File: config.mk
export PLATFORM = sky130hd
export DESIGN_NAME = rectangle_subtract_split_unit
export DESIGN_NICKNAME = d
export VERILOG_FILES = /design/src/design/rss_pkg.sv /design/src/design/rss_front.sv /design/src/design/rss_queue.sv /design/src/design/rss_back.sv /design/src/design/rectangle_subtract_split_unit.sv
export SDC_FILE = /design/constraint.sdc
export NUM_CORES = 1
export LEC_CHECK = 0
export BUFFER_PORTS_ARGS = -buffer_cell sky130_fd_sc_hd__buf_2
export CAP_MARGIN = 30
export CORE_ASPECT_RATIO = 1.4
export CORE_UTILIZATION = 49
export DETAILED_ROUTE_END_ITERATION = 6
export MAX_ROUTING_LAYER = met4
export PLACE_DENSITY_LB_ADDON = 0.08
export RECOVER_POWER = 100
export SLEW_MARGIN = 30
export SYNTH_ARGS = -nofsm -noshare
export SYNTH_HDL_FRONTEND = slang
export SYNTH_HIERARCHICAL = 1
export SYNTH_SLANG_ARGS = --single-unit
File: constraint.sdc
create_clock -name i_clk -period 17.35 [get_ports i_clk]
set_clock_uncertainty 0.05 [all_clocks]
set_input_delay 0.8675 -clock i_clk [delete_from_list [all_inputs] [get_ports i_clk]]
set_output_delay 0.8675 -clock i_clk [all_outputs]
set_load 0.02 [all_outputs]
File: src/design/rss_pkg.sv
// Shared constants and types for the rectangle subtract split unit.
// No dependencies.
package rss_pkg;

    localparam int COORD_BITS_DEF = 16;
    localparam int MAX_PIECES     = 4;
    localparam int PIECE_IDX_W    = $clog2(MAX_PIECES);
    localparam int QUEUE_DEPTH    = 2;
    localparam int QUEUE_PTR_W    = $clog2(QUEUE_DEPTH);

    typedef struct packed {
        logic full;
        logic empty;
    } t_queue_stat;

endpackage

File: src/design/rss_front.sv
// Front end: takes a beat, cuts the subject into left/top/right/bottom pieces.
// Depends on rss_pkg.
module rss_front #(
    parameter int COORD_BITS = rss_pkg::COORD_BITS_DEF,
    parameter int ENTRY_W    = rss_pkg::MAX_PIECES * 4 * COORD_BITS + 1 + rss_pkg::PIECE_IDX_W
) (
    input  logic                         i_clk,
    input  logic                         i_rst_n,
    input  logic                         i_take,
    input  logic signed [COORD_BITS-1:0] i_subject_top,
    input  logic signed [COORD_BITS-1:0] i_subject_left,
    input  logic signed [COORD_BITS-1:0] i_subject_bottom,
    input  logic signed [COORD_BITS-1:0] i_subject_right,
    input  logic signed [COORD_BITS-1:0] i_cutter_top,
    input  logic signed [COORD_BITS-1:0] i_cutter_left,
    input  logic signed [COORD_BITS-1:0] i_cutter_bottom,
    input  logic signed [COORD_BITS-1:0] i_cutter_right,
    input  rss_pkg::t_queue_stat         i_qstat,
    output logic                         o_push,
    output logic [ENTRY_W-1:0]           o_entry,
    output logic                         o_busy
);

    localparam int PW = 4 * COORD_BITS;
    localparam logic signed [COORD_BITS-1:0] C_ONE = COORD_BITS'(1);

    logic                         r_valid;
    logic                         n_valid;
    logic signed [COORD_BITS-1:0] r_st, r_sl, r_sb, r_sr, r_ct, r_cl, r_cb, r_cr;

    assign o_busy  = r_valid && i_qstat.full;
    assign o_push  = r_valid && !i_qstat.full;

    always_comb begin
        n_valid = r_valid;
        if (i_take) begin
            n_valid = 1'b1;
        end else if (o_push) begin
            n_valid = 1'b0;
        end
    end

    always_ff @(posedge i_clk) begin
        if (!i_rst_n) begin
            r_valid <= 1'b0;
        end else begin
            r_valid <= n_valid;
        end
    end

    always_ff @(posedge i_clk) begin
        if (i_take) begin
            r_st <= i_subject_top;
            r_sl <= i_subject_left;
            r_sb <= i_subject_bottom;
            r_sr <= i_subject_right;
            r_ct <= i_cutter_top;
            r_cl <= i_cutter_left;
            r_cb <= i_cutter_bottom;
            r_cr <= i_cutter_right;
        end
    end

    // working copy shrinks after each of the left, top and right cuts
    always_comb begin
        logic signed [COORD_BITS-1:0]               wt, wl, wb, wr;
        logic [rss_pkg::PIECE_IDX_W:0]              n;
        logic [rss_pkg::MAX_PIECES-1:0][PW-1:0]     pc;
        logic [rss_pkg::PIECE_IDX_W-1:0]            last_idx;
        wt = r_st;
        wl = r_sl;
        wb = r_sb;
        wr = r_sr;
        n  = '0;
        pc = '0;
        if (r_cl > wl && r_cl <= wr) begin
            pc[n[rss_pkg::PIECE_IDX_W-1:0]] = {wt, wl, wb, r_cl - C_ONE};
            n  = n + 1'b1;
            wl = r_cl;
        end
        if (r_ct > wt && r_ct <= wb) begin
            pc[n[rss_pkg::PIECE_IDX_W-1:0]] = {wt, wl, r_ct - C_ONE, wr};
            n  = n + 1'b1;
            wt = r_ct;
        end
        if (r_cr >= wl && r_cr < wr) begin
            pc[n[rss_pkg::PIECE_IDX_W-1:0]] = {wt, r_cr + C_ONE, wb, wr};
            n  = n + 1'b1;
            wr = r_cr;
        end
        if (r_cb >= wt && r_cb < wb) begin
            pc[n[rss_pkg::PIECE_IDX_W-1:0]] = {r_cb + C_ONE, wl, wb, wr};
            n  = n + 1'b1;
        end
        if (n == '0) begin
            last_idx = '0;
        end else begin
            last_idx = rss_pkg::PIECE_IDX_W'(n - 1'b1);
        end
        o_entry = {pc, (n != '0), last_idx};
    end

endmodule

File: src/design/rss_queue.sv
// Short queue between the front and back ends.
// Depends on rss_pkg.
module rss_queue #(
    parameter int DATA_W = 8
) (
    input  logic                 i_clk,
    input  logic                 i_rst_n,
    input  logic                 i_push,
    input  logic [DATA_W-1:0]    i_data,
    input  logic                 i_pop,
    output logic [DATA_W-1:0]    o_data,
    output rss_pkg::t_queue_stat o_stat
);

    logic [DATA_W-1:0]               r_mem [rss_pkg::QUEUE_DEPTH];
    logic [rss_pkg::QUEUE_PTR_W-1:0] r_wr_ptr, r_rd_ptr;
    logic [rss_pkg::QUEUE_PTR_W:0]   r_count;

    assign o_stat.full  = (r_count == (rss_pkg::QUEUE_PTR_W + 1)'(rss_pkg::QUEUE_DEPTH));
    assign o_stat.empty = (r_count == '0);
    assign o_data       = r_mem[r_rd_ptr];

    always_ff @(posedge i_clk) begin
        if (!i_rst_n) begin
            r_wr_ptr <= '0;
            r_rd_ptr <= '0;
            r_count  <= '0;
        end else begin
            if (i_push) begin
                r_wr_ptr <= r_wr_ptr + 1'b1;
            end
            if (i_pop) begin
                r_rd_ptr <= r_rd_ptr + 1'b1;
            end
            if (i_push && !i_pop) begin
                r_count <= r_count + 1'b1;
            end else if (i_pop && !i_push) begin
                r_count <= r_count - 1'b1;
            end
        end
    end

    always_ff @(posedge i_clk) begin
        if (i_push) begin
            r_mem[r_wr_ptr] <= i_data;
        end
    end

endmodule

File: src/design/rss_back.sv
// Back end: sends the pieces of the head entry, one beat per cycle while the queue is not empty.
// Depends on rss_pkg.
module rss_back #(
    parameter int COORD_BITS = rss_pkg::COORD_BITS_DEF,
    parameter int ENTRY_W    = rss_pkg::MAX_PIECES * 4 * COORD_BITS + 1 + rss_pkg::PIECE_IDX_W
) (
    input  logic                         i_clk,
    input  logic                         i_rst_n,
    input  logic [ENTRY_W-1:0]           i_entry,
    input  rss_pkg::t_queue_stat         i_qstat,
    output logic                         o_pop,
    output logic                         o_strobe,
    output logic signed [COORD_BITS-1:0] o_piece_top,
    output logic signed [COORD_BITS-1:0] o_piece_left,
    output logic signed [COORD_BITS-1:0] o_piece_bottom,
    output logic signed [COORD_BITS-1:0] o_piece_right,
    output logic                         o_piece_valid,
    output logic                         o_last
);

    localparam int PW = 4 * COORD_BITS;
    localparam int IW = rss_pkg::PIECE_IDX_W;

    logic [IW-1:0]                          r_idx;
    logic [IW-1:0]                          n_idx;
    logic [IW-1:0]                          w_last_idx;
    logic                                   w_any;
    logic [rss_pkg::MAX_PIECES-1:0][PW-1:0] w_pieces;
    logic                                   w_send;
    logic                                   w_is_last;

    assign {w_pieces, w_any, w_last_idx} = i_entry;
    assign w_send    = !i_qstat.empty;
    assign w_is_last = (r_idx == w_last_idx);
    assign o_pop     = w_send && w_is_last;

    always_comb begin
        n_idx = r_idx;
        if (o_pop) begin
            n_idx = '0;
        end else if (w_send) begin
            n_idx = r_idx + 1'b1;
        end
    end

    always_ff @(posedge i_clk) begin
        if (!i_rst_n) begin
            r_idx    <= '0;
            o_strobe <= 1'b0;
        end else begin
            r_idx    <= n_idx;
            o_strobe <= w_send;
        end
    end

    always_ff @(posedge i_clk) begin
        if (w_send) begin
            {o_piece_top, o_piece_left, o_piece_bottom, o_piece_right} <= w_pieces[r_idx];
            o_piece_valid <= w_any;
            o_last        <= w_is_last;
        end
    end

endmodule

File: src/design/rectangle_subtract_split_unit.sv
// Top level of the rectangle subtract split unit: front end, queue, back end.
// Depends on rss_pkg, rss_front, rss_queue, rss_back.
//
// Each beat taken on start (while busy is low) yields one to four result beats on
// o_strobe, in the order left, top, right, bottom; o_last marks the final one, and a
// single beat with o_piece_valid low stands for "no piece". The result port sends
// one beat per cycle while the queue holds an entry; start may be taken on
// back-to-back cycles until the two-entry queue and the front register fill,
// and busy then follows the back end's drain. Each item passes through the front
// register and the queue before its first result. The receiver cannot stall:
// every o_strobe beat must be captured in the cycle it is shown.
module rectangle_subtract_split_unit #(
    parameter int COORD_BITS = rss_pkg::COORD_BITS_DEF
) (
    input  logic                         i_clk,
    input  logic                         i_rst_n,
    input  logic                         start,
    output logic                         busy,
    input  logic signed [COORD_BITS-1:0] i_subject_top,
    input  logic signed [COORD_BITS-1:0] i_subject_left,
    input  logic signed [COORD_BITS-1:0] i_subject_bottom,
    input  logic signed [COORD_BITS-1:0] i_subject_right,
    input  logic signed [COORD_BITS-1:0] i_cutter_top,
    input  logic signed [COORD_BITS-1:0] i_cutter_left,
    input  logic signed [COORD_BITS-1:0] i_cutter_bottom,
    input  logic signed [COORD_BITS-1:0] i_cutter_right,
    output logic                         o_strobe,
    output logic signed [COORD_BITS-1:0] o_piece_top,
    output logic signed [COORD_BITS-1:0] o_piece_left,
    output logic signed [COORD_BITS-1:0] o_piece_bottom,
    output logic signed [COORD_BITS-1:0] o_piece_right,
    output logic                         o_piece_valid,
    output logic                         o_last
);

    localparam int ENTRY_W = rss_pkg::MAX_PIECES * 4 * COORD_BITS + 1 + rss_pkg::PIECE_IDX_W;

    logic                 w_take;
    logic                 w_push;
    logic                 w_pop;
    logic [ENTRY_W-1:0]   w_wr_entry;
    logic [ENTRY_W-1:0]   w_rd_entry;
    rss_pkg::t_queue_stat w_qstat;

    assign w_take = start && !busy;

    rss_front #(
        .COORD_BITS (COORD_BITS),
        .ENTRY_W    (ENTRY_W)
    ) u_front (
        .i_clk            (i_clk),
        .i_rst_n          (i_rst_n),
        .i_take           (w_take),
        .i_subject_top    (i_subject_top),
        .i_subject_left   (i_subject_left),
        .i_subject_bottom (i_subject_bottom),
        .i_subject_right  (i_subject_right),
        .i_cutter_top     (i_cutter_top),
        .i_cutter_left    (i_cutter_left),
        .i_cutter_bottom  (i_cutter_bottom),
        .i_cutter_right   (i_cutter_right),
        .i_qstat          (w_qstat),
        .o_push           (w_push),
        .o_entry          (w_wr_entry),
        .o_busy           (busy)
    );

    rss_queue #(
        .DATA_W (ENTRY_W)
    ) u_queue (
        .i_clk   (i_clk),
        .i_rst_n (i_rst_n),
        .i_push  (w_push),
        .i_data  (w_wr_entry),
        .i_pop   (w_pop),
        .o_data  (w_rd_entry),
        .o_stat  (w_qstat)
    );

    rss_back #(
        .COORD_BITS (COORD_BITS),
        .ENTRY_W    (ENTRY_W)
    ) u_back (
        .i_clk          (i_clk),
        .i_rst_n        (i_rst_n),
        .i_entry        (w_rd_entry),
        .i_qstat        (w_qstat),
        .o_pop          (w_pop),
        .o_strobe       (o_strobe),
        .o_piece_top    (o_piece_top),
        .o_piece_left   (o_piece_left),
        .o_piece_bottom (o_piece_bottom),
        .o_piece_right  (o_piece_right),
        .o_piece_valid  (o_piece_valid),
        .o_last         (o_last)
    );

endmodule

==> results of run 1 <==
[metal layers]
metal	part of all wire, %	GRT usage, %
met2	53	45.97
met3	5.0	3.352
met4	4.3	11.90
met1	38	29.85
met5	0	-
[cell usage in the layout (no fill, tap or decap), types with 12 or more instances in the layout]
| cell | instances |
|---|---|
| a21oi_1 | 116 |
| inv_1 | 107 |
| xnor2_1 | 44 |
| buf_4 | 16 |
| clkbuf_16 | 75 |
| nand2b_1 | 13 |
| o31ai_1 | 19 |
| mux2_2 | 57 |
| edfxtp_1 | 712 |
| clkinv_2 | 12 |
| mux2i_1 | 18 |
| nor2b_1 | 15 |
| nor3_1 | 19 |
| nand4_1 | 16 |
| buf_2 | 93 |
| a221o_1 | 28 |
| mux2_1 | 13 |
| a221oi_1 | 32 |
| nor2_1 | 92 |
| a21o_1 | 23 |
| nand2_1 | 98 |
| mux2_4 | 193 |
| clkbuf_1 | 145 |
| and3_1 | 12 |
| o22ai_1 | 79 |
| mux4_2 | 64 |
| or3_1 | 22 |
| nand3_1 | 28 |
| xor2_1 | 34 |
| ha_1 | 137 |
| o21ai_0 | 47 |
| a22o_1 | 46 |
| o21a_1 | 12 |
| clkinv_1 | 15 |
[final cells by class]
| cell class | count | area share, % |
|---|---|---|
| timing repair buffer | 236 | 2.793 |
| multi-input combinational | 1387 | 32.47 |
| tap | 944 | 3.017 |
| clock buffer | 95 | 4.986 |
| sequential | 721 | 55.09 |
| clock inverter | 34 | 0.6040 |
| inverter | 108 | 1.039 |
[critical path, delay by kind of cell (launching register included)]
family	cells	cell delay, ns
flip-flops	1	0.49
multiplexers	1	0.45
AO/OA/AOI/OAI	8	2.29
buffers and inverters	5	4.64
adder cells (fa/ha/maj)	3	1.04
AND/OR/NAND/NOR	8	2.60
XOR/XNOR	1	0.32
[metrics by stage]
stage / hold slack [ns] / area [sq um] / total power, mW
finish: 0.3623 / 39150 / 5.606
global route: 0.3410 / 39150 / 5.845
CTS: 0.3239 / 39460 / 5.587
detailed placement: 0.4580 / 37270 / 4.099
global placement: 0.4336 / 37200 / 4.062
floorplan: 0.4229 / 35480 / 3.676
[sequential cells by signal, indices dropped and copies added, names as in the netlist, 16 cells and up, named ones only]
name / count
u_back/o_piece_bottom: 16
u_front/r_st: 16
u_front/r_ct: 16
u_front/r_cl: 16
u_queue/r_mem: 518
u_front/r_sr: 16
u_front/r_sl: 16
u_back/o_piece_top: 16
u_front/r_cr: 16
u_back/o_piece_right: 16
u_front/r_sb: 16
u_back/o_piece_left: 16
u_front/r_cb: 16
[worst paths after layout]
check	start	endpoint	slack, ns
max	u_front/r_sr[11]$_DFFE_PP_	u_queue/r_mem[0][56]$_DFFE_PP_	5.22
max reg2reg	u_front/r_sr[11]$_DFFE_PP_	u_queue/r_mem[0][56]$_DFFE_PP_	5.22
min reg2reg	u_queue/r_count[1]$_SDFFE_PN0P_	u_queue/r_count[1]$_SDFFE_PN0P_	0.47
min	i_cutter_top[13]	u_front/r_ct[13]$_DFFE_PP_	0.36
[power groups by stage]
stage	logic [mW]	registers (mW)	clock network, mW
floorplan	1.17	2.51	0
global placement	1.60	2.46	0
finish	1.68	2.45	1.48
global route	1.79	2.48	1.58
detailed placement	1.63	2.47	0
CTS	1.64	2.43	1.51
[logic make-up (layout without fill, tap and decap cells)]
| kind of cell | Yosys count | count (layout) | synth area share, % |
|---|---|---|---|
| fa+ha+maj | 137 | 137 | 4.832 |
| mux | 345 | 345 | 15.07 |
| compound gates | 462 | 462 | 8.962 |
| flops | 721 | 721 | 60.78 |
| xor+xnor | 78 | 78 | 1.926 |
| buf+inv | 245 | 473 | 3.382 |
| simple gates | 365 | 365 | 5.054 |
[Yosys cell counts (24+ instances only)]
cell type  instances  area share [%]
mux2_4           203             8.6
nand2_1          100             1.1
buf_6             27            0.86
a22o_1            46             1.1
mux4_2            64             4.1
nand3_1           29            0.41
o21ai_0           37            0.52
clkbuf_1          63            0.67
inv_1            108             1.1
edfxtp_1         712              60
buf_2             24            0.34
xnor2_1           44             1.1
o22ai_1           79             1.4
nor2_1            94            0.99
a221oi_1          32            0.79
ha_1             137             4.8
a221o_1           28            0.79
a21oi_1          116             1.6
xor2_1            34            0.84
mux2_2            60             1.9
==> flow_metrics.env, run 1 <==
export IMPL_outcome="finished with violations"
export IMPL_violations="capacitance limit, slew limit"
export IMPL_ant_nets=0
export IMPL_drt_pass1_iterations=6
export IMPL_num_rows=116
export IMPL_area_growth_pct=10.36
export IMPL_synthFlopType="edfxtp_1"
export IMPL_numPortBuffers=198
export IMPL_stdcell_count=3525
export IMPL_place_congestion=0.9463
export IMPL_layout_setup_ws_ns=5.215
export IMPL_postRouteWirelength_mm=93.90
export IMPL_rsz0062_at_grt="false"
export IMPL_core_sq_um=71550
export IMPL_tns_ns=0
export IMPL_p_int_mw=3.913
export IMPL_cts_buffer_depth=3
export IMPL_crit_type="reg2reg"
export IMPL_worstPathMaxFanout=53
export IMPL_diodes=0
export IMPL_start_util_pct=49.58
export IMPL_drt_wirelength_per_cell_um=26.64
export IMPL_tightest_slew_ns=8.113
export IMPL_synthCells=2353
export IMPL_ys_seq_area_share_pct=60.78
export IMPL_yosys_warnings=6
export IMPL_cts_sinks=721
export IMPL_start_kind="flop"
export IMPL_dp_cells=3395
export IMPL_cts_made_buffers=74
export IMPL_drt_vias_per_instance=6.047
export IMPL_cts_root_buf="clkbuf_16"
export IMPL_grt_pass1_vias=22262
export IMPL_async_flop_share_pct=0
export IMPL_worstHoldPathCells=1
export IMPL_hp_class="in2reg"
export IMPL_reg2regPathDepth=26
export IMPL_regArea_sq_um=21570
export IMPL_slew_violations=1179
export IMPL_vias=21315
export IMPL_avgSynthCellArea_sq_um=15.08
export IMPL_crit_path_max_incr_delay_ns=2.08
export IMPL_antenna_found_initial=1
export IMPL_seq_power_share_pct=43.7
export IMPL_io_pins=199
export IMPL_postCtsSetupBuffers=0
export IMPL_fin_util_pct=54.71
export IMPL_power_density_nw_per_um2=143.2
export IMPL_worstSetupEndpointType="flop"
export IMPL_fmax_mhz=82.41
export IMPL_p_sw_mw=1.694
export IMPL_grt_pass1_wl_mm=138.2
export IMPL_cap_violations=23
export IMPL_cts_repair_resized=0
export IMPL_crit_slowest_cell="clkbuf_1"
export IMPL_fin_crit_sh_pct=69.94
export IMPL_die_height_um=320.4
export IMPL_grt_max_degree=109
export IMPL_synth_area_sq_um=35480
export IMPL_ir_drop_mv=0.09391
export IMPL_post_place_ws_ns=9.468
export IMPL_insertion_delay_ns=0.64
export IMPL_slew_headroom_pct=-440.9
export IMPL_critPathArrivalTime_ns=12.54
export IMPL_p_clk_share_pct=26.4
export IMPL_drc=0
export IMPL_dp_hpwl_mm=62.02
export IMPL_grt_util_all_layers_pct=26.24
export IMPL_required_ns=17.75
export IMPL_synth_edf_count=712
export IMPL_hold_viol=0
export IMPL_yosysUniqueCellTypes=68
export IMPL_die_w_um=229.4
export IMPL_fin_crit_ns=12.13
export IMPL_clk_pin_slew_ns=0.06
export IMPL_swShare_pct=30.21
export IMPL_synth_fp_nets=2621
export IMPL_cts_tree="yes"
export IMPL_drt_iter0_drc=1968
export IMPL_fill_cells=5882
export IMPL_fin_nets=2796
export IMPL_drive_above_1_share_pct=21.15
export IMPL_cts_hold_buf=0
export IMPL_overflow=0
export IMPL_comb_power_share_pct=29.9
export IMPL_htreeDepth=3
export IMPL_multiInputGateArea_sq_um=12710
export IMPL_dieArea_sq_um=73490
export IMPL_p_leak_nw=14.14
export IMPL_setup_violations_final=0
export IMPL_ys_ff_latch=721
Power figures use the tool's default switching activity.
==> run 2, diff against run 1 <==
--- a/config.mk
+++ b/config.mk
@@ -5,6 +5,7 @@
 export SDC_FILE = /design/constraint.sdc
 export NUM_CORES = 1
 export LEC_CHECK = 0
+export ABC_AREA = 1
 export BUFFER_PORTS_ARGS = -buffer_cell sky130_fd_sc_hd__buf_2
 export CAP_MARGIN = 30
 export CORE_ASPECT_RATIO = 1.4
==> constraint.sdc (replaced) <==
create_clock -name i_clk -period 12.7 [get_ports i_clk]
set_clock_uncertainty 0.05 [all_clocks]
set_input_delay 0.635 -clock i_clk [delete_from_list [all_inputs] [get_ports i_clk]]
set_output_delay 0.635 -clock i_clk [all_outputs]
set_load 0.02 [all_outputs]
==> flow_metrics.env, run 2 <==
export IMPL_crit_path_max_incr_delay_ns=1.56
export IMPL_async_flop_share_pct=0
export IMPL_critPathArrivalTime_ns=10.53
export IMPL_r2r_end="u_queue/r_mem[0][47]$_DFFE_PP_"
export IMPL_crit_type="reg2reg"
export IMPL_layout_commonest_cell="edfxtp_1"
export IMPL_critPathBufInv=6
export IMPL_synthCells=3087
export IMPL_cts_hold_buf=0
export IMPL_postRouteWirelength_mm=111.8
export IMPL_synth_area_leaders="edfxtp_1 (58%), mux2_4 (8.3%), ha_1 (4.7%)"
export IMPL_slew_violations=953
export IMPL_synth_top_area_share_pct=58.43
export IMPL_reg2regPathDepth=29
export IMPL_yosysUniqueCellTypes=54
export IMPL_start_kind="flop"
export IMPL_ys_seq_area_share_pct=58.92
export IMPL_numPortBuffers=198
export IMPL_p_leak_nw=15.66
export IMPL_synth_fp_nets=3355
export IMPL_ys_ff_latch=721
export IMPL_fmax_mhz=99.22
export IMPL_grt_pass1_vias=24541
export IMPL_reg2reg_slack_ns=2.62
export IMPL_hp_class="in2reg"
export IMPL_die_height_um=325.3
export IMPL_fin_crit_sh_pct=79.36
export IMPL_diodes=0
export IMPL_regArea_sq_um=21570
export IMPL_yosysTopAreaCell="edfxtp_1"
export IMPL_cts_root_buf="clkbuf_16"
export IMPL_hold_viol=0
export IMPL_htreeDepth=3
export IMPL_avgSynthCellArea_sq_um=11.85
export IMPL_drc=0
export IMPL_drt_pass1_iterations=6
export IMPL_drt_wirelength_per_cell_um=26.14
export IMPL_cts_tree="yes"
export IMPL_hp_start="i_cutter_bottom[2]"
export IMPL_cpMostUsedCell="nand2_1"
export IMPL_cts_repair_resized=0
export IMPL_final_cell_mix="edfxtp_1 (712), nand2_1 (444), inv_1 (294), nor2_1 (255), o21ai_0 (197)"
export IMPL_synthFlopType="edfxtp_1"
export IMPL_io_pins=199
export IMPL_overflow=0
export IMPL_crit_slowest_cell="nand2_1"
export IMPL_fin_util_pct=54.42
export IMPL_largest_reg_flops=518
export IMPL_place_congestion=0.9413
export IMPL_antenna_found_initial=0
export IMPL_worstHoldPathCells=1
export IMPL_die_w_um=233.0
export IMPL_multiInputGateArea_sq_um=12810
export IMPL_regMostFlops="u_queue/r_mem"
export IMPL_postCtsSetupBuffers=0
export IMPL_dieArea_sq_um=75790
export IMPL_yosys_warnings=6
export IMPL_worstSetupEndpointType="flop"
export IMPL_power_density_nw_per_um2=219.3
export IMPL_setup_violations_final=0
export IMPL_insertion_delay_ns=0.65
export IMPL_drive_above_1_share_pct=14.72
export IMPL_ir_drop_mv=0.1520
export IMPL_drt_iter0_drc=2260
export IMPL_violations="capacitance limit, slew limit"
export IMPL_clk_pin_slew_ns=0.07
export IMPL_fill_cells=6376
export IMPL_grt_max_degree=74
export IMPL_slew_headroom_pct=-208.5
export IMPL_area_growth_pct=10.02
export IMPL_num_rows=118
export IMPL_fin_nets=3527
export IMPL_vias=24998
export IMPL_cts_made_buffers=73
export IMPL_tns_ns=0
export IMPL_cts_buffer_depth=3
export IMPL_drt_vias_per_instance=5.846
export IMPL_tightest_slew_ns=4.628
export IMPL_synth_top_cells_by_count="edfxtp_1 (712), nand2_1 (442), inv_1 (297)"
export IMPL_grt_pass1_wl_mm=161.5
export IMPL_core_sq_um=73970
export IMPL_ant_nets=0
export IMPL_required_ns=13.15
export IMPL_cap_violations=18
export IMPL_cpLargestDelayFamily="simple AND/OR/NAND/NOR gates"
export IMPL_worstPathMaxFanout=59
export IMPL_start_util_pct=49.47
export IMPL_r2r_start="u_front/r_cl[15]$_DFFE_PP_"
export IMPL_dp_hpwl_mm=78.31
export IMPL_grt_util_all_layers_pct=30.25
export IMPL_rsz0062_at_grt="false"
export IMPL_synth_area_sq_um=36590
export IMPL_outcome="finished with violations"
export IMPL_cts_sinks=721
export IMPL_yosysMostFrequentCell="edfxtp_1"
export IMPL_fin_crit_ns=10.08
export IMPL_holdPathEnd="u_front/r_cb[2]$_DFFE_PP_"
export IMPL_synth_edf_count=712
==> run 2: cell count changes in the layout (fill, tap and decap cells not counted), moves of 46 or more <==
cell	change
nand3_1	+89
o22ai_1	+71
o21ai_1	+54
a21oi_1	-61
nor2_1	+163
a22o_1	-46
inv_1	+187
mux4_2	-64
nand2_1	+346
o21ai_0	+150
==> run 2: how the worst max path moves through the flow <==
| stage | to | start | cells after the start |
|---|---|---|---|
| 6_report | u_queue/r_mem[0][47]$_DFFE_PP_ | u_front/r_cl[15]$_DFFE_PP_ | 29 |
| 5_1_grt | u_queue/r_mem[0][47]$_DFFE_PP_ | u_front/r_cl[15]$_DFFE_PP_ | 29 |
| 4_1_cts | u_queue/r_mem[0][34]$_DFFE_PP_ | u_front/r_cl[15]$_DFFE_PP_ | 31 |
| 3_5_place_dp | u_queue/r_mem[0][34]$_DFFE_PP_ | u_front/r_cl[15]$_DFFE_PP_ | 31 |
| 3_3_place_gp | u_queue/r_mem[0][34]$_DFFE_PP_ | u_front/r_cl[15]$_DFFE_PP_ | 31 |
| 2_1_floorplan | u_queue/r_mem[0][0]$_DFFE_PP_ | u_queue/r_count[1]$_SDFFE_PN0P_ | 5 |
==> run 2: metal layers <==
layer	share of wire (%)	global-route usage, %	vias to the layer above
met5	0	-	-
met4	4.4	13.09	0
met3	5.7	3.384	193
met2	49	49.27	1087
met1	41	38.05	12282
li1	-	-	11436
==> run 2: report_power, final <==
part | internal, mW | switching (mW) | total, mW
clock | 1.19 | 0.935 | 2.13
sequential | 3.35 | 0.214 | 3.56
combinational | 1.09 | 2.05 | 3.14
total | 5.63 | 3.20 | 8.83
==> run 2: logic make-up after synthesis <==
family                   after synthesis  share of synthesized area, %
adder cells (fa/ha/maj)              137                         4.685
buffers and inverters                461                         5.758
flip-flops                           721                         58.92
AND/OR/NAND/NOR                      899                         10.39
XOR/XNOR                              41                        0.9814
multiplexers                         259                         10.04
AO/OA/AOI/OAI                        569                         9.215
==> run 2: metrics by stage <==
stage	setup WS, ns	hold slack, ns	cell area (sq um)	std cells	power, mW
final	2.621	0.1123	40260	4276	8.829
after global routing	2.070	0.09561	40260	4276	9.256
after CTS	4.609	0.08416	40600	4273	8.846
after detailed placement	4.668	0.4501	38280	4141	6.710
after global placement	4.775	0.4241	38270	4141	6.644
after floorplan	0.3402	0.4160	36590	3087	5.808
==> run 2: worst reg2reg max path, delay by kind of cell, from the launching register on <==
kind | cells | cell delay, ns
adder cells (fa/ha/maj) | 3 | 0.86
AND/OR/NAND/NOR | 17 | 4.23
buffers and inverters | 6 | 3.16
flip-flops | 1 | 0.51
AO/OA/AOI/OAI | 3 | 1.12
==> run 2: cell type report <==
class,count,share of cell area [%]
Clock buffer,84,4.640
Tap cell,960,2.984
Sequential cell,721,53.58
Multi-Input combinational cell,1905,31.82
Inverter,305,2.866
Clock inverter,48,1.134
Timing Repair Buffer,253,2.981
==> run 3, diff against run 2 <==
--- a/config.mk
+++ b/config.mk
@@ -5,7 +5,7 @@
 export SDC_FILE = /design/constraint.sdc
 export NUM_CORES = 1
 export LEC_CHECK = 0
-export ABC_AREA = 1
+export ABC_AREA = 0
 export BUFFER_PORTS_ARGS = -buffer_cell sky130_fd_sc_hd__buf_2
 export CAP_MARGIN = 30
 export CORE_ASPECT_RATIO = 1.4
==> constraint.sdc (replaced) <==
create_clock -name i_clk -period 10.25 [get_ports i_clk]
set_clock_uncertainty 0.05 [all_clocks]
set_input_delay 0.5125 -clock i_clk [delete_from_list [all_inputs] [get_ports i_clk]]
set_output_delay 0.5125 -clock i_clk [all_outputs]
set_load 0.02 [all_outputs]
==> flow_metrics.env, run 3 (synthesis results as in run 1) <==
export IMPL_outcome="finished with violations"
export IMPL_violations="capacitance limit, slew limit"
export IMPL_largest_reg_flops=518
export IMPL_cts_hold_buf=93
export IMPL_setup_violations_final=0
export IMPL_fill_cells=5728
export IMPL_die_height_um=320.4
export IMPL_overflow=0
export IMPL_slew_headroom_pct=-178.9
export IMPL_grt_max_degree=154
export IMPL_regMostFlops="u_queue/r_mem"
export IMPL_antenna_found_initial=1
export IMPL_fmax_mhz=114.0
export IMPL_final_cell_mix="edfxtp_1 (712), mux2_4 (195), ha_1 (137), clkbuf_1 (135), a21oi_1 (116)"
export IMPL_drt_vias_per_instance=5.958
export IMPL_crit_type="reg2reg"
export IMPL_cts_sinks=721
export IMPL_diodes=0
export IMPL_worstPathMaxFanout=32
export IMPL_numPortBuffers=198
export IMPL_crit_slowest_cell="nor2_1"
export IMPL_tightest_slew_ns=4.184
export IMPL_core_sq_um=71550
export IMPL_power_density_nw_per_um2=237.8
export IMPL_num_rows=116
export IMPL_rsz0062_at_grt="false"
export IMPL_p_leak_nw=14.67
export IMPL_holdPathEnd="u_front/r_cl[15]$_DFFE_PP_"
export IMPL_die_w_um=229.4
export IMPL_cpLargestDelayFamily="simple AND/OR/NAND/NOR gates"
export IMPL_drc=0
export IMPL_hp_class="in2reg"
export IMPL_vias=21645
export IMPL_worstHoldPathCells=1
export IMPL_drt_wirelength_per_cell_um=25.96
export IMPL_grt_pass1_wl_mm=138.4
export IMPL_reg2regPathDepth=25
export IMPL_tns_ns=0
export IMPL_required_ns=10.58
export IMPL_dp_hpwl_mm=60.96
export IMPL_io_pins=199
export IMPL_drt_iter0_drc=1645
export IMPL_cts_made_buffers=75
export IMPL_r2r_start="u_front/r_cl[10]$_DFFE_PP_"
export IMPL_insertion_delay_ns=0.64
export IMPL_crit_path_max_incr_delay_ns=0.95
export IMPL_fin_nets=2898
export IMPL_area_growth_pct=13.79
export IMPL_hp_start="i_cutter_left[15]"
export IMPL_layout_commonest_cell="edfxtp_1"
export IMPL_postRouteWirelength_mm=94.31
export IMPL_start_kind="flop"
export IMPL_grt_util_all_layers_pct=26.31
export IMPL_htreeDepth=3
export IMPL_ant_nets=0
export IMPL_cts_repair_resized=0
export IMPL_start_util_pct=49.58
export IMPL_fin_total_pwr_mw=9.597
export IMPL_cts_tree="yes"
export IMPL_ir_drop_mv=0.1446
export IMPL_r2r_end="u_queue/r_mem[0][137]$_DFFE_PP_"
export IMPL_cts_root_buf="clkbuf_16"
export IMPL_stdcell_count=3633
export IMPL_worstSetupEndpointType="flop"
export IMPL_postCtsSetupBuffers=0
export IMPL_cts_buffer_depth=3
export IMPL_slew_violations=893
export IMPL_clk_pin_slew_ns=0.06
export IMPL_dieArea_sq_um=73490
export IMPL_dp_cells=3401
export IMPL_critPathBufInv=4
export IMPL_critPathArrivalTime_ns=9.10
export IMPL_place_congestion=0.9366
export IMPL_drive_above_1_share_pct=21.12
export IMPL_hold_viol=0
export IMPL_fin_crit_ns=8.775
export IMPL_drt_pass1_iterations=5
export IMPL_grt_pass1_vias=22297
export IMPL_reg2reg_slack_ns=1.47
export IMPL_cap_violations=15
export IMPL_fin_crit_sh_pct=85.61
run 3: changes by cell type in the layout (fill, tap and decap cells not counted), sizes merged, moves of 26 or more:
cell / delta
a21oi: +60
o211ai: -26
nor2: -161
mux4: +64
a22o: +46
dlygate4sd3: +93
xnor2: +29
a221oi: +32
inv: -199
nand3: -95
a221o: +28
o22ai: -71
nand2: -353
o21ai: -207
run 3: how the worst max path moves through the flow:
stage                                    startpoint                               to  slack (ns)  cells after the start
global route             u_front/r_cl[10]$_DFFE_PP_  u_queue/r_mem[0][145]$_DFFE_PP_        0.93                     24
global placement         u_front/r_cl[10]$_DFFE_PP_  u_queue/r_mem[0][135]$_DFFE_PP_        2.73                     25
detailed placement       u_front/r_cl[10]$_DFFE_PP_  u_queue/r_mem[1][142]$_DFFE_PP_        2.58                     25
finish                   u_front/r_cl[10]$_DFFE_PP_  u_queue/r_mem[0][137]$_DFFE_PP_        1.47                     25
CTS                      u_front/r_cl[10]$_DFFE_PP_  u_queue/r_mem[1][141]$_DFFE_PP_        2.53                     25
floorplan           u_queue/r_count[0]$_SDFFE_PN0P_    u_queue/r_mem[0][0]$_DFFE_PP_        2.30                      3
run 3: through the flow:
step / worst slack, ns / cell area, sq um / hold WS (ns) / util, %
global route: 0.9283 / 40370 / 0.01788 / 56.41
CTS: 2.526 / 40630 / 0.00009193 / 56.78
floorplan: 2.296 / 35480 / 0.4229 / -
global placement: 2.731 / 37250 / 0.4396 / 52.06
finish: 1.475 / 40370 / 0.03685 / 56.41
detailed placement: 2.581 / 37320 / 0.4823 / 52.16
run 3: power by group:
part,switching [mW],internal [mW]
sequential,0.235,3.90
clock,1.14,1.52
combinational,1.53,1.27
total,2.91,6.69
run 3: layer usage:
| metal | part of all wire [%] | track usage [%] |
|---|---|---|
| met5 | 0 | - |
| met4 | 3.7 | 10.37 |
| met3 | 5.1 | 3.547 |
| met2 | 53 | 46.68 |
| met1 | 38 | 29.91 |
run 3: final cells by class:
class / count / area (sq um) / share of cell area (%)
timing repair buffer: 337 / 2116 / 5.241
clock inverter: 40 / 321.6 / 0.7966
tap: 944 / 1181 / 2.926
inverter: 108 / 406.6 / 1.007
sequential: 721 / 21570 / 53.43
multi-input combinational: 1387 / 12720 / 31.52
clock buffer: 96 / 2049 / 5.077
